### src/msu_store.sv
// msu_store: two value memories, one write port and two registered read ports
// no dependencies; instantiated by merge_sorter_unit

module msu_store #(
    parameter int CAPACITY   = 256,
    parameter int VALUE_BITS = 8,
    parameter int AW         = 8
) (
    input  logic                  i_clk,
    input  logic                  i_wr_en,
    input  logic                  i_wr_sel,
    input  logic [AW-1:0]         i_wr_addr,
    input  logic [VALUE_BITS-1:0] i_wr_data,
    input  logic                  i_rd_sel,
    input  logic [AW-1:0]         i_rd_a_addr,
    input  logic [AW-1:0]         i_rd_b_addr,
    output logic [VALUE_BITS-1:0] o_rd_a_data,
    output logic [VALUE_BITS-1:0] o_rd_b_data
);

    logic [VALUE_BITS-1:0] r_mem0 [CAPACITY];
    logic [VALUE_BITS-1:0] r_mem1 [CAPACITY];

    logic [VALUE_BITS-1:0] r_a0, r_a1, r_b0, r_b1;
    logic                  r_sel;

    always_ff @(posedge i_clk) begin
        if (i_wr_en && !i_wr_sel) begin
            r_mem0[i_wr_addr] <= i_wr_data;
        end
        r_a0 <= r_mem0[i_rd_a_addr];
        r_b0 <= r_mem0[i_rd_b_addr];
    end

    always_ff @(posedge i_clk) begin
        if (i_wr_en && i_wr_sel) begin
            r_mem1[i_wr_addr] <= i_wr_data;
        end
        r_a1 <= r_mem1[i_rd_a_addr];
        r_b1 <= r_mem1[i_rd_b_addr];
    end

    always_ff @(posedge i_clk) begin
        r_sel <= i_rd_sel;
    end

    assign o_rd_a_data = r_sel ? r_a1 : r_a0;
    assign o_rd_b_data = r_sel ? r_b1 : r_b0;

endmodule

### config.mk
export PLATFORM = sky130hd
export DESIGN_NAME = msu_store
export DESIGN_NICKNAME = d
export VERILOG_FILES = /design/src/msu_store.sv
export SDC_FILE = /design/constraint.sdc
export NUM_CORES = 2
export LEC_CHECK = 0
export BUFFER_PORTS_ARGS = -buffer_cell sky130_fd_sc_hd__buf_2
export CAP_MARGIN = 0
export CELL_PAD_IN_SITES_DETAIL_PLACEMENT = 1
export CELL_PAD_IN_SITES_GLOBAL_PLACEMENT = 1
export CORE_MARGIN = 2
export CORE_UTILIZATION = 40
export DETAILED_ROUTE_END_ITERATION = 10
export PLACE_DENSITY = 0.67
export REMOVE_ABC_BUFFERS = 1
export SYNTH_ARGS = -nofsm -noshare
export SYNTH_HDL_FRONTEND = slang
export SYNTH_SLANG_ARGS = --single-unit
### constraint.sdc
create_clock -name i_clk -period 3.8 [get_ports i_clk]
set_clock_uncertainty 0.05 [all_clocks]
set_input_delay 0 -clock i_clk [delete_from_list [all_inputs] [get_ports i_clk]]
set_output_delay 0 -clock i_clk [all_outputs]
set_load 0.01 [all_outputs]
# Yosys cells after proc, flatten, opt, wreduce, memory -nomap -nowiden
# Memory sizes are Yosys's and may differ from the RTL's. A register that Yosys moved wholly into a read port is not among the register bits.
# Index checks and enable logic that the tools add are counted.
# classes
reduce_logical,3
mux,6
# ops
operator,count
two-way mux 8 bit,2
two-way mux 1 bit,4
logical AND 1 bit,2
logical NOT 1 bit,1
# word_totals
memories,2
word_cells,12
regBits,1
input_bits,36
mem_bits_rw,4096
out_inout_bits,16
# mem_list
name,depth,width,read_ports,rd_clocked_by_memory_dff,write_ports,line_no,source
r_mem0,256,8,2,2,1,21,logic [VALUE_BITS-1:0] r_mem0 [CAPACITY];
r_mem1,256,8,2,2,1,22,logic [VALUE_BITS-1:0] r_mem1 [CAPACITY];

# Longest topological paths before layout
# logic_depth
ltp_word,4
ltp_mapped,12
mapped_depth_nobuf,7

# Least setup slack after synthesis
# Ideal clock, no wire load.
# synth_path
kind,input to register
startpoint,input port i_rd_a_addr[0]
endpoint,"register r_a0[3], read port of r_mem0"
setup_ps,129
n_path_buf,3
stages,9
required_ps,3621
slack_ps,1599
arrival_ps,2022
cell_sequence,buf_4 buf_8 buf_2 mux4_2 mux4_2 a22oi_1 nand2_1 o31ai_1 nor3_1
# synth_lines
element,line_no,source
"start, declared",15,"input logic [AW-1:0] i_rd_a_addr,"
"end, declared",24,"logic [VALUE_BITS-1:0] r_a0, r_a1, r_b0, r_b1;"

==> results.md <==
* Core area at 487000 um2
* Die width at 703 um
* Async SR Flop Fraction at 0
* Worst r2r src: r_mem0[19][7]
* Psw at 24.9 mW
* # rows at 256
* Least-Margin Pin Slew at 1.57 ns
* Period utilization at 0.989
* Setup Crit Path Kind: reg2reg
* Tmin final at 3.76 ns
* Routability cong. at about 0.94
* Fin. Hold Viols at 0
* Clk root buf: clkbuf_16
* Final wirelength at slightly above 700000 um
* Final setup violation count at 0
* Gr usage total at 0.284
* Cell leakage power at 72.5 nW
* Fillers at approximately 45000
* Io pins at 52
* Reg-to-Reg End: r_a0[7]
* Crit path DAT at between 4 and 5 ns
* Failing checks: max-capacitance violations, max-slew violations
* Pwr Density at 461 nW/um2
* Core Util, Final at 0.459
* CTS Sinks at 4129
* Synth-to-layout area growth at 14.0%
* Critical Path Sink Type: register
* Vias in the first global route at around 120k
* First-pass GRT wire length at ~990000 um
* Post-synth EDFFs at 4096
* Overflow after GRT at 0
* Clock Path Buffers at 4
* Switching share of power at 0.242
* Die area at between 400000 and 500000 um2
* Internal at 77.9 mW
* Via density at 6.72
* Final net count at 11300
* Crit Path Max Fanout at 2
* TritonCTS buffer count at 435
* Starting Density at 0.402
* Comb power frac at 0.089
* Post-synth cell types at 83
* Chip height at 703 um
* Status: finished, violations left
* Post-synthesis sequential area ratio at 0.632
* Most frequent cells in the layout: 4096 x edfxtp_1, 1624 x mux4_2, 956 x mux2i_1, 947 x buf_4, 647 x nor2_1
* Pre-Repair DR Iteration Count at 7
* Worst path required time at 4.65 ns
* CTS HTree Levels at 5
* Startpoint Class: register
* Worst Setup SP: r_mem0[19][7]
* Postcts setup bufs at 0
* Max Cap Viol at 1
* Synthesized area at between 150000 and 200000 um2
* Synth top area share at 0.629
* Hold/Removal Path Class: in2reg
* Avg Inst Size Synth at approximately 18 um2
* Placed instance count at 17300
* Syn Inst Count at about 11000
* Prevailing post-synth register cell: edfxtp_1
* Pin count of the biggest net entering global routing at 148
* Worst vdd ir at 0.000539 V
* Drt first-iter violations at 18700
* Most common cell after layout, fill and taps aside: edfxtp_1
* Wire per inst at 39.3 um
* Share of power burned in registers at 0.489
* Synth area leaders: edfxtp_1 63%, mux4_2 19%, mux2i_1 4.9%
* Hpwl dp at 475000 um
* Clock share of power at 0.422
* Fmax at 266 MHz
* Area leader, netlist: edfxtp_1
* TritonCTS clock tree: yes
* Slew Limit Fails at 2
* Synth warnings at 0
* Worst-path clk slew at 0.06 ns
* Register bit total from synthesis at 4129
* Number of buffers inserted by port buffering at 51
* DR vias at 122000
* Clk Latency, worst-skew pair at 1.07 ns
* Share of cells above drive strength 1 at 0.300
* Layout Cells excl Fill at 18100
* RSZ-0062 raised after global routing: false
* R2r setup slk at ~0.043 ns
* DRC Markers at 0
* Max-slew headroom at -0.0562
* FF-to-FF path depth at 7
* Initial antenna violation count at 63
* Worst Setup EP: r_a0[7]
* Post-route ant nets at 0
==> stage by stage <==
stage               instance area, um2  setup TNS (ns)  hold slack (ns)  total power, mW  setup WS [ns]
floorplan                       190000         -148.98          -0.0223             54.8          -5.38
global placement                208000           -2.98           0.0562             60.0         -0.770
detailed placement              209000           -1.52           0.0549             60.2         -0.499
CTS                             223000               0          0.00115              103          0.167
global route                    223000               0           0.0508              105          0.111
finish                          223000               0           0.0257              103         0.0428
==> registers in the layout, indices dropped and copies added (netlist names) <==
| signal | flops |
|---|---|
| r_a0 | 8 |
| r_a1 | 8 |
| r_b0 | 8 |
| r_b1 | 8 |
| r_mem0 | 2048 |
| r_mem1 | 2048 |
| r_sel | 1 |
==> logic make-up after synthesis <==
logic type,count (synthesis),synth area share
AOI/OAI and AO/OA,1336,0.0476
DFF,4129,0.632
and+or+nand+nor,1472,0.0332
muxes,2748,0.256
buffers and inverters,894,0.0312
==> layout make-up <==
cell class	instances	area (um2)	area share
Multi-Input combinational cell	5556	66200	0.297
Clock buffer	531	11400	0.0510
Clock inverter	269	2820	0.0126
Timing Repair Buffer	1184	10900	0.0490
Antenna cell	21	52.6	0.000235
Tap cell	6450	8070	0.0362
Sequential cell	4129	124000	0.554
Inverter	7	56.3	0.000252
==> repair_timing <==
action                                 4_1_cts  5_1_grt
setup endpoints to repair                    0        0
endpoints found under the hold margin     4578        0
gates resized for setup                      0        0
hold buffers                                35        0
==> layer usage <==
metal,GRT usage,up-vias,wire length (um),part of all wire
li1,-,46800,-,-
met5,0,-,269,0.00038
met1,0.377,65600,266000,0.37
met2,0.442,8013,329000,0.46
met4,0.135,42,39700,0.056
met3,0.0678,1569,77900,0.11
==> worst max-delay path, cell delays in order, from the launching register on <==
cell and delay, ns:
edfxtp_1 0.39, mux4_2 0.52, mux4_2 0.52, a22oi_1 0.51, nand2_1 0.26, o31ai_1 0.99, buf_4 0.30, nor3_1 0.06
==> Yosys cell counts, types with 90 or more instances <==
cell type and n:
nor3_1 187, o221ai_1 313, o22ai_1 309, mux4_2 1624
clkbuf_1 341, mux2i_1 956, buf_2 176, a21oi_1 234
nor2_1 654, edfxtp_1 4096, nand2_1 362, mux4_1 133
nand3_1 90, o21ai_0 146
==> power groups by stage <==
| stage | logic [mW] | registers [mW] | clock network [mW] |
|---|---|---|---|
| 2_1_floorplan | 3.67 | 51.2 | 0 |
| 3_3_place_gp | 8.76 | 51.3 | 0 |
| 3_5_place_dp | 8.92 | 51.3 | 0 |
| 4_1_cts | 9.00 | 50.3 | 43.7 |
| 5_1_grt | 9.40 | 50.3 | 45.3 |
| 6_report | 9.18 | 50.3 | 43.4 |
==> worst min path at each step <==
stage / cells past startpoint / from / end
global route: 2 / i_wr_data[5] / r_mem1[106][5]
global placement: 1 / i_rd_sel / r_sel
detailed placement: 1 / i_rd_sel / r_sel
finish: 2 / i_wr_data[5] / r_mem1[126][5]
floorplan: 0 / i_rd_sel / r_sel
CTS: 3 / i_rd_sel / r_sel
No activity file was read; power rests on OpenSTA's default activity.
