===== config.mk =====
export PLATFORM = sky130hd
export DESIGN_NAME = msu_merge
export DESIGN_NICKNAME = d
export VERILOG_FILES = /design/src/msu_pkg.sv /design/src/msu_merge.sv
export SDC_FILE = /design/constraint.sdc
export NUM_CORES = 1
export LEC_CHECK = 0
export BUFFER_PORTS_ARGS = -buffer_cell sky130_fd_sc_hd__buf_2
export CORE_UTILIZATION = 35
export CTS_CLUSTER_SIZE = 40
export DETAILED_ROUTE_END_ITERATION = 16
export PLACE_DENSITY = 0.53
export SYNTH_ARGS = -nofsm -noshare
export SYNTH_HDL_FRONTEND = slang
export SYNTH_SLANG_ARGS = --single-unit

===== constraint.sdc =====
create_clock -name i_clk -period 6.5 [get_ports i_clk]
set_input_delay 0.975 -clock i_clk [delete_from_list [all_inputs] [get_ports i_clk]]
set_output_delay 0.975 -clock i_clk [all_outputs]
set_load 0.02 [all_outputs]

===== src/msu_pkg.sv =====
// msu_pkg: shared codes and types for the merge sorter unit
// no dependencies; imported by the merge engine and the top level

package msu_pkg;

    // request command codes
    localparam logic CMD_LOAD = 1'b0;
    localparam logic CMD_READ = 1'b1;

    // result status codes
    localparam logic STAT_OK    = 1'b0;
    localparam logic STAT_EMPTY = 1'b1;

    // merge engine status toward the top level
    typedef struct packed {
        logic busy;
        logic pass_done;
        logic done;
    } t_merge_stat;

endpackage


===== src/msu_merge.sv =====
// msu_merge: bottom-up merge pass sequencer; each output element takes a read step and a compare-and-write step
// depends on msu_pkg; drives the read and write ports of msu_store

module msu_merge #(
    parameter int VALUE_BITS = 8,
    parameter int AW         = 8,
    parameter int NW         = 9
) (
    input  logic                  i_clk,
    input  logic                  i_rst_n,
    input  logic                  i_start,
    input  logic [NW-1:0]         i_count,
    input  logic [VALUE_BITS-1:0] i_rd_a_data,
    input  logic [VALUE_BITS-1:0] i_rd_b_data,
    output logic [AW-1:0]         o_rd_a_addr,
    output logic [AW-1:0]         o_rd_b_addr,
    output logic                  o_wr_en,
    output logic [AW-1:0]         o_wr_addr,
    output logic [VALUE_BITS-1:0] o_wr_data,
    output msu_pkg::t_merge_stat  o_stat
);

    import msu_pkg::*;

    typedef enum logic [1:0] {
        M_IDLE,
        M_RUN,
        M_RD,
        M_CMP
    } t_mstate;

    t_mstate       r_state;
    logic [NW-1:0] r_n, r_lo, r_mid, r_hi, r_a, r_b, r_wr;
    logic [NW:0]   r_width;

    logic [NW+1:0] w_mid_sum, w_hi_sum, w_n_ext;
    logic [NW-1:0] w_mid, w_hi, w_wr_inc;
    logic [NW:0]   w_width2;
    logic          w_take_a, w_run_end, w_pass_end, w_all_done;

    // run bounds, clipped to the set size
    always_comb begin
        w_n_ext   = (NW+2)'(r_n);
        w_mid_sum = (NW+2)'(r_lo) + (NW+2)'(r_width);
        w_hi_sum  = w_mid_sum + (NW+2)'(r_width);
        w_mid     = (w_mid_sum > w_n_ext) ? r_n : w_mid_sum[NW-1:0];
        w_hi      = (w_hi_sum > w_n_ext) ? r_n : w_hi_sum[NW-1:0];
    end

    // left run wins ties
    always_comb begin
        w_take_a   = (r_a < r_mid) && ((r_b >= r_hi) || (i_rd_a_data <= i_rd_b_data));
        w_wr_inc   = r_wr + NW'(1);
        w_run_end  = (w_wr_inc == r_hi);
        w_pass_end = w_run_end && (r_hi == r_n);
        w_width2   = {r_width[NW-1:0], 1'b0};
        w_all_done = w_pass_end && (w_width2 >= {1'b0, r_n});
    end

    always_ff @(posedge i_clk) begin
        if (!i_rst_n) begin
            r_state <= M_IDLE;
        end else begin
            case (r_state)
                M_IDLE: begin
                    if (i_start) begin
                        r_n     <= i_count;
                        r_width <= (NW+1)'(1);
                        r_lo    <= '0;
                        r_state <= M_RUN;
                    end
                end
                M_RUN: begin
                    r_a     <= r_lo;
                    r_b     <= w_mid;
                    r_mid   <= w_mid;
                    r_hi    <= w_hi;
                    r_wr    <= r_lo;
                    r_state <= M_RD;
                end
                M_RD: begin
                    r_state <= M_CMP;
                end
                M_CMP: begin
                    r_wr <= w_wr_inc;
                    if (w_take_a) begin
                        r_a <= r_a + NW'(1);
                    end else begin
                        r_b <= r_b + NW'(1);
                    end
                    if (w_all_done) begin
                        r_state <= M_IDLE;
                    end else if (w_pass_end) begin
                        r_width <= w_width2;
                        r_lo    <= '0;
                        r_state <= M_RUN;
                    end else if (w_run_end) begin
                        r_lo    <= r_hi;
                        r_state <= M_RUN;
                    end else begin
                        r_state <= M_RD;
                    end
                end
                default: r_state <= M_IDLE;
            endcase
        end
    end

    assign o_rd_a_addr = r_a[AW-1:0];
    assign o_rd_b_addr = r_b[AW-1:0];
    assign o_wr_en     = (r_state == M_CMP);
    assign o_wr_addr   = r_wr[AW-1:0];
    assign o_wr_data   = w_take_a ? i_rd_a_data : i_rd_b_data;

    always_comb begin
        o_stat.busy      = (r_state != M_IDLE);
        o_stat.pass_done = (r_state == M_CMP) && w_pass_end;
        o_stat.done      = (r_state == M_CMP) && w_all_done;
    end

endmodule


======== Word level (Yosys, flattened, before mapping) ========
Index checks and enable logic that the tools add are counted.
word-level totals
  input port bits ......................... 28
  word-level logic and storage cells ...... 70
  output and inout port bits .............. 36
  register bits ........................... 75
operators by class
  add/subtract/negate cells ............... 5
  magnitude comparators ................... 6
  equal/unequal tests ..................... 11
  reduce and logical (&&, ||, !) cells .... 17
  multiplexer cells ....................... 22
operators by type and width
  operator                                                          number
  9-bit 2-to-1 mux                                                  8
  9-bit one-hot mux with 2 select lines                             4
  10-bit 2-to-1 mux                                                 3
  9-bit by 1-bit adder with 9-bit output (second input constant)    3
  11-bit by 9-bit > comparator with 1-bit output                    2
  10-bit one-hot mux with 2 select lines                            1
  9-bit equality test                                               2
  11-bit by 10-bit adder with 11-bit output                         1
  9-bit by 10-bit adder with 11-bit output                          1
  10-bit by 9-bit greater-or-equal comparator with 1-bit output     1
  5-bit AND reduction                                               2
  9-bit greater-or-equal comparator                                 1
  9-bit less-than comparator                                        1
  3-bit AND reduction                                               3
  8-bit less-or-equal comparator                                    1
  2-bit 2-to-1 mux                                                  4
  8-bit 2-to-1 mux                                                  1
  2-bit one-hot mux with 4 select lines                             1
  2-bit != test (second input constant)                             3
  2-bit nonzero test                                                3
  1-bit logical AND                                                 5
  2-bit equality test (second input constant)                       2
  2-bit by 1-bit != test with 1-bit output (second input constant)  2
  2-bit AND reduction                                               2
  4 further kinds                                                   4

======== Depth between registers and ports, before layout ========
  depth after elaboration ................. 6
  depth in mapped cells ................... 18
  depth with buffers taken out ............ 18

======== Worst setup path after synthesis ========
OpenSTA, ideal clock, no wires.
  kind .................................... register -> register
  start ................................... reg r_width[0]
  end ..................................... reg r_hi[2], data pin
  period minus slack after synthesis ...... 4.530 ns
  library setup time ...................... 0.260 ns
  data required time ...................... 6.240 ns
  arrival time ............................ 4.270 ns
  cell stages (with the launch flop) ...... 18
  setup slack ............................. 1.970 ns
  buffers on the path ..................... 0
  path through ............................ edfxtp_1 > ha_1 > fa_1 > a211oi_1 > nor2_1 > o21a_1 > nor2_1 > xnor2_1 > ha_1 > a2111oi_0 > a21oi_1 > xnor2_1 > ha_1 > a21o_1 > o311ai_0 > nand2b_1 > a221oi_4 > mux2_2
between the ends
  longest elaborated chain between the ends .. 4
ends and longest elaborated chain
  element                                         line             source
  from (decl)                                     msu_merge.sv:34  logic [NW:0] r_width;
  from (signal assigned)                          msu_merge.sv:68  r_width <= (NW+1)'(1);
  from (signal assigned)                          msu_merge.sv:94  r_width <= w_width2;
  9-bit by 10-bit adder with 11-bit output        msu_merge.sv:44  w_mid_sum = (NW+2)'(r_lo) + (NW+2)'(r_width);
  11-bit by 10-bit adder with 11-bit output *     msu_merge.sv:45  w_hi_sum = w_mid_sum + (NW+2)'(r_width);
  11-bit by 9-bit > comparator with 1-bit output  msu_merge.sv:47  w_hi = (w_hi_sum > w_n_ext) ? r_n : w_hi_sum[NW-1:0];
  9-bit 2-to-1 mux *                              msu_merge.sv:47
  named net w_hi[2]                               msu_merge.sv:37  logic [NW-1:0] w_mid, w_hi, w_wr_inc;
  to (signal assigned)                            msu_merge.sv:77  r_hi <= w_hi;
  to (decl)                                       msu_merge.sv:33  logic [NW-1:0] r_n, r_lo, r_mid, r_hi, r_a, r_b, r_wr;
Mark *: on every way through the listed nets, which the timed path passes. The rest lies on a longest branch.
A chain may end at the register's enable or synchronous reset.

======== Worst setup path in the final report ========
Same ends and word-level chain as after synthesis.

==> impl_results.md <==
- Worst R2R Setup Slack: around 1.4 ns
- Worst Path Arrival: roughly 5.2 ns
- Skew final: approximately 0.0052 ns
- Fillers: roughly 1,700
- Yosys top cell by area: edfxtp_1
- CP endpoint kind: flop
- Synthesized area: ~5900 µm²
- Fin nets: around 720
- Crit-path max FO: 9
- Most frequent cells in the layout: edfxtp_1, ha_1, buf_2
- Footprint of the multi-input gates: 3260 µm²
- Fraction of layout cells with a size suffix above 1: 0.178
- Final setup violation count: 0
- Gate power share: 0.274
- CTS sink count: 75
- Critical path required time: between 6 and 7 ns
- Met3 Usage GRT: 0.0285
- Sequential share of power: 0.417
- Post-synth EDFFs: 73
- Synth Instances: 575
- Main synth FF type: edfxtp_1
- Worst setup SP type: flop
- Power per cell area: around 220 nW/µm²
- Drt drc: 0
- Initial core utilization: 0.357
- Most area-consuming cells after synthesis: edfxtp_1, ha_1, mux2_2
- Largest net degree at the start of global routing: 44
- Post-CTS Resized: 0
- Area growth from synthesis to layout: 11.2%
- Yosys warnings: 0
- Dpl ws: about 1.4 ns
- Status: completed
- Sequential cell area: around 2200 µm²
- CTS buffer count: 9
- Net Switching: roughly 0.00043 W
- Commonest non-fill, non-tap cell in the layout: edfxtp_1
- Reg clk slew, reported paths: roughly 0.05 ns
- First-pass GRT wire length: between 20 and 25 mm
- Gp weighted congestion: 0.846
- Port bufs: between 60 and 70
- Max Root-Sink Buffers: 2
- Vias per cell: 5.22
- FP Rows: 47
- # IOs: 64
- Clk pwr share: 0.309
- H-tree Lvls: 3
- Final worst slack: between 1 and 1.5 ns
- CTS Hold Buffers Added: 0
- Drt first-iter violations: approximately 380
- CTS tree: done
- Post-DP HPWL: ~12 mm
- Global route total overflow: 0
- Internal: about 0.00099 W
- Routed vias: between 4,000 and 5,000
- FMAX: 0.195 GHz
- Initial antenna violation count: 0
- Post-DR wirelength/cell: 17.7 µm
- Sw frac: 0.306
- Netlist cell types: 52
- Kind of critical path: flop to flop
- Die area: ~17,000 µm²
- Max-cap violations: 0
- Vias in the first global route: approximately 4,300
- Mean Syn Cell Area: 10.3 µm²
- Total power: around 0.0014 W
- Total negative slack: 0 ns
- N_diodes: 0
- Tot GR Track Use: 0.177
- GRT met2 Usage: 0.269
- Drt pass-1 iters: 5
- CTS root buffer: clkbuf_16
- Async S/R FF share, synth: 0
- Rel. slew slack: 0.217
- Die span in y: about 130 µm
- Yosys reg bits: 75
- Endpoints failing hold: 0
- Max VDD drop: between 100 and 150 µV
- Clk_lat worst skew: between 0.3 and 0.4 ns
- Fin crit period: slightly above 5 ns
- Most Used Layer, Global Route: met2
- Placeable core region: 16,500 µm²
- Min-delay worst type: flop to flop
- Synth top area share: 0.371
- Pins Over Slew Limit: 0
- Final ANT Viol Nets: 0
- Hold Slack: roughly 0.65 ns
- Final WL: roughly 15 mm
- RSZ-0062 raised after global routing: no
- Period utilisation layout: 0.788
- Die X: around 130 µm
- Post-synthesis sequential area ratio: 0.378
- Buffer count from post-CTS setup fixing: 0
- Syn_nets: approximately 680
- Slew @ Worst Pin: 1.16 ns
- Met1 Use GR: 0.257
- Lkg Pwr: approximately 2.8 nW
==> final cells by class <==
| type | instances | share of cell area |
|---|---|---|
| inverter | 53 | 0.0303 |
| multi-input combinational | 414 | 0.496 |
| tap | 220 | 0.0420 |
| timing repair buffer | 67 | 0.0526 |
| clock inverter | 4 | 0.00286 |
| clock buffer | 11 | 0.0355 |
| sequential | 75 | 0.340 |
==> path summary, 6_finish.rpt <==
| check | from | endpoint | cells past startpoint |
|---|---|---|---|
| min | r_lo[0] | r_a[0] | 2 |
| max | r_width[0] | r_hi[2] | 17 |
| min reg2reg | r_lo[0] | r_a[0] | 2 |
| max reg2reg | r_width[0] | r_hi[2] | 17 |
==> sequential cells by signal, summed over array words and instances, names as in the netlist <==
| register | count |
|---|---|
| r_lo | 9 |
| r_n | 9 |
| r_state | 2 |
| r_wr | 9 |
| r_b | 9 |
| r_mid | 9 |
| r_hi | 9 |
| r_a | 9 |
| r_width | 10 |
==> synthesized netlist by cell type (6+ instances only) <==
cell type and number:
nor2_1 35, nand2_1 23, o21ai_0 25, a211oi_1 8, nand4_1 13, buf_4 24
clkbuf_1 9, edfxtp_1 73, o21a_1 11, nand2b_1 6, ha_1 72, nor2b_1 6
inv_1 53, xor2_1 16, mux2_2 27, a21oi_1 34, nand3_1 14, a21o_1 14
and3_1 24, xnor2_1 34
==> worst max-delay path: stages, from the launching register on <==
cell       delay [ns]
edfxtp_1         0.47
ha_1             0.27
fa_1             0.43
a211oi_1         0.24
nor2_1           0.12
o21a_1           0.18
nor2_1           0.11
xnor2_1          0.14
ha_1             0.27
a2111oi_0        0.36
a21oi_1          0.10
xnor2_1          0.23
ha_1             0.29
a21o_1           0.18
o311ai_0         0.32
nand2b_1         0.16
a221oi_4         0.60
mux2_2           0.40
==> layer usage <==
metal	wire, µm	vias up
met5	0	-
met4	242	0
met3	693	18
met2	6560	118
met1	7430	2086
li1	-	2183
==> stage by stage <==
stage,std cells,cell area (µm²),utilization
2_1_floorplan,575,5900,-
3_3_place_gp,829,6310,0.382
3_5_place_dp,829,6310,0.382
4_1_cts,844,6560,0.397
5_1_grt,844,6560,0.397
6_report,844,6560,0.397
==> power groups by stage <==
| stage | registers (W) | logic, W | clock network (W) |
|---|---|---|---|
| floorplan | 0.000589 | 0.000297 | 0 |
| finish | 0.000593 | 0.000389 | 0.000439 |
| global route | 0.000596 | 0.000435 | 0.000462 |
| CTS | 0.000593 | 0.000389 | 0.000447 |
| global placement | 0.000603 | 0.000376 | 0 |
| detailed placement | 0.000603 | 0.000386 | 0 |
==> kinds of logic (layout without fill, tap and decap cells) <==
logic type	Yosys count	in the layout	synth area share
XOR/XNOR	50	50	0.0742
AND/OR/NAND/NOR	135	135	0.116
buffers and inverters	86	135	0.0700
AO/OA/AOI/OAI	123	123	0.142
flip-flops	75	75	0.378
adder cells (fa/ha/maj)	74	74	0.159
multiplexers	32	32	0.0602
(Power assumes the default switching activity.)
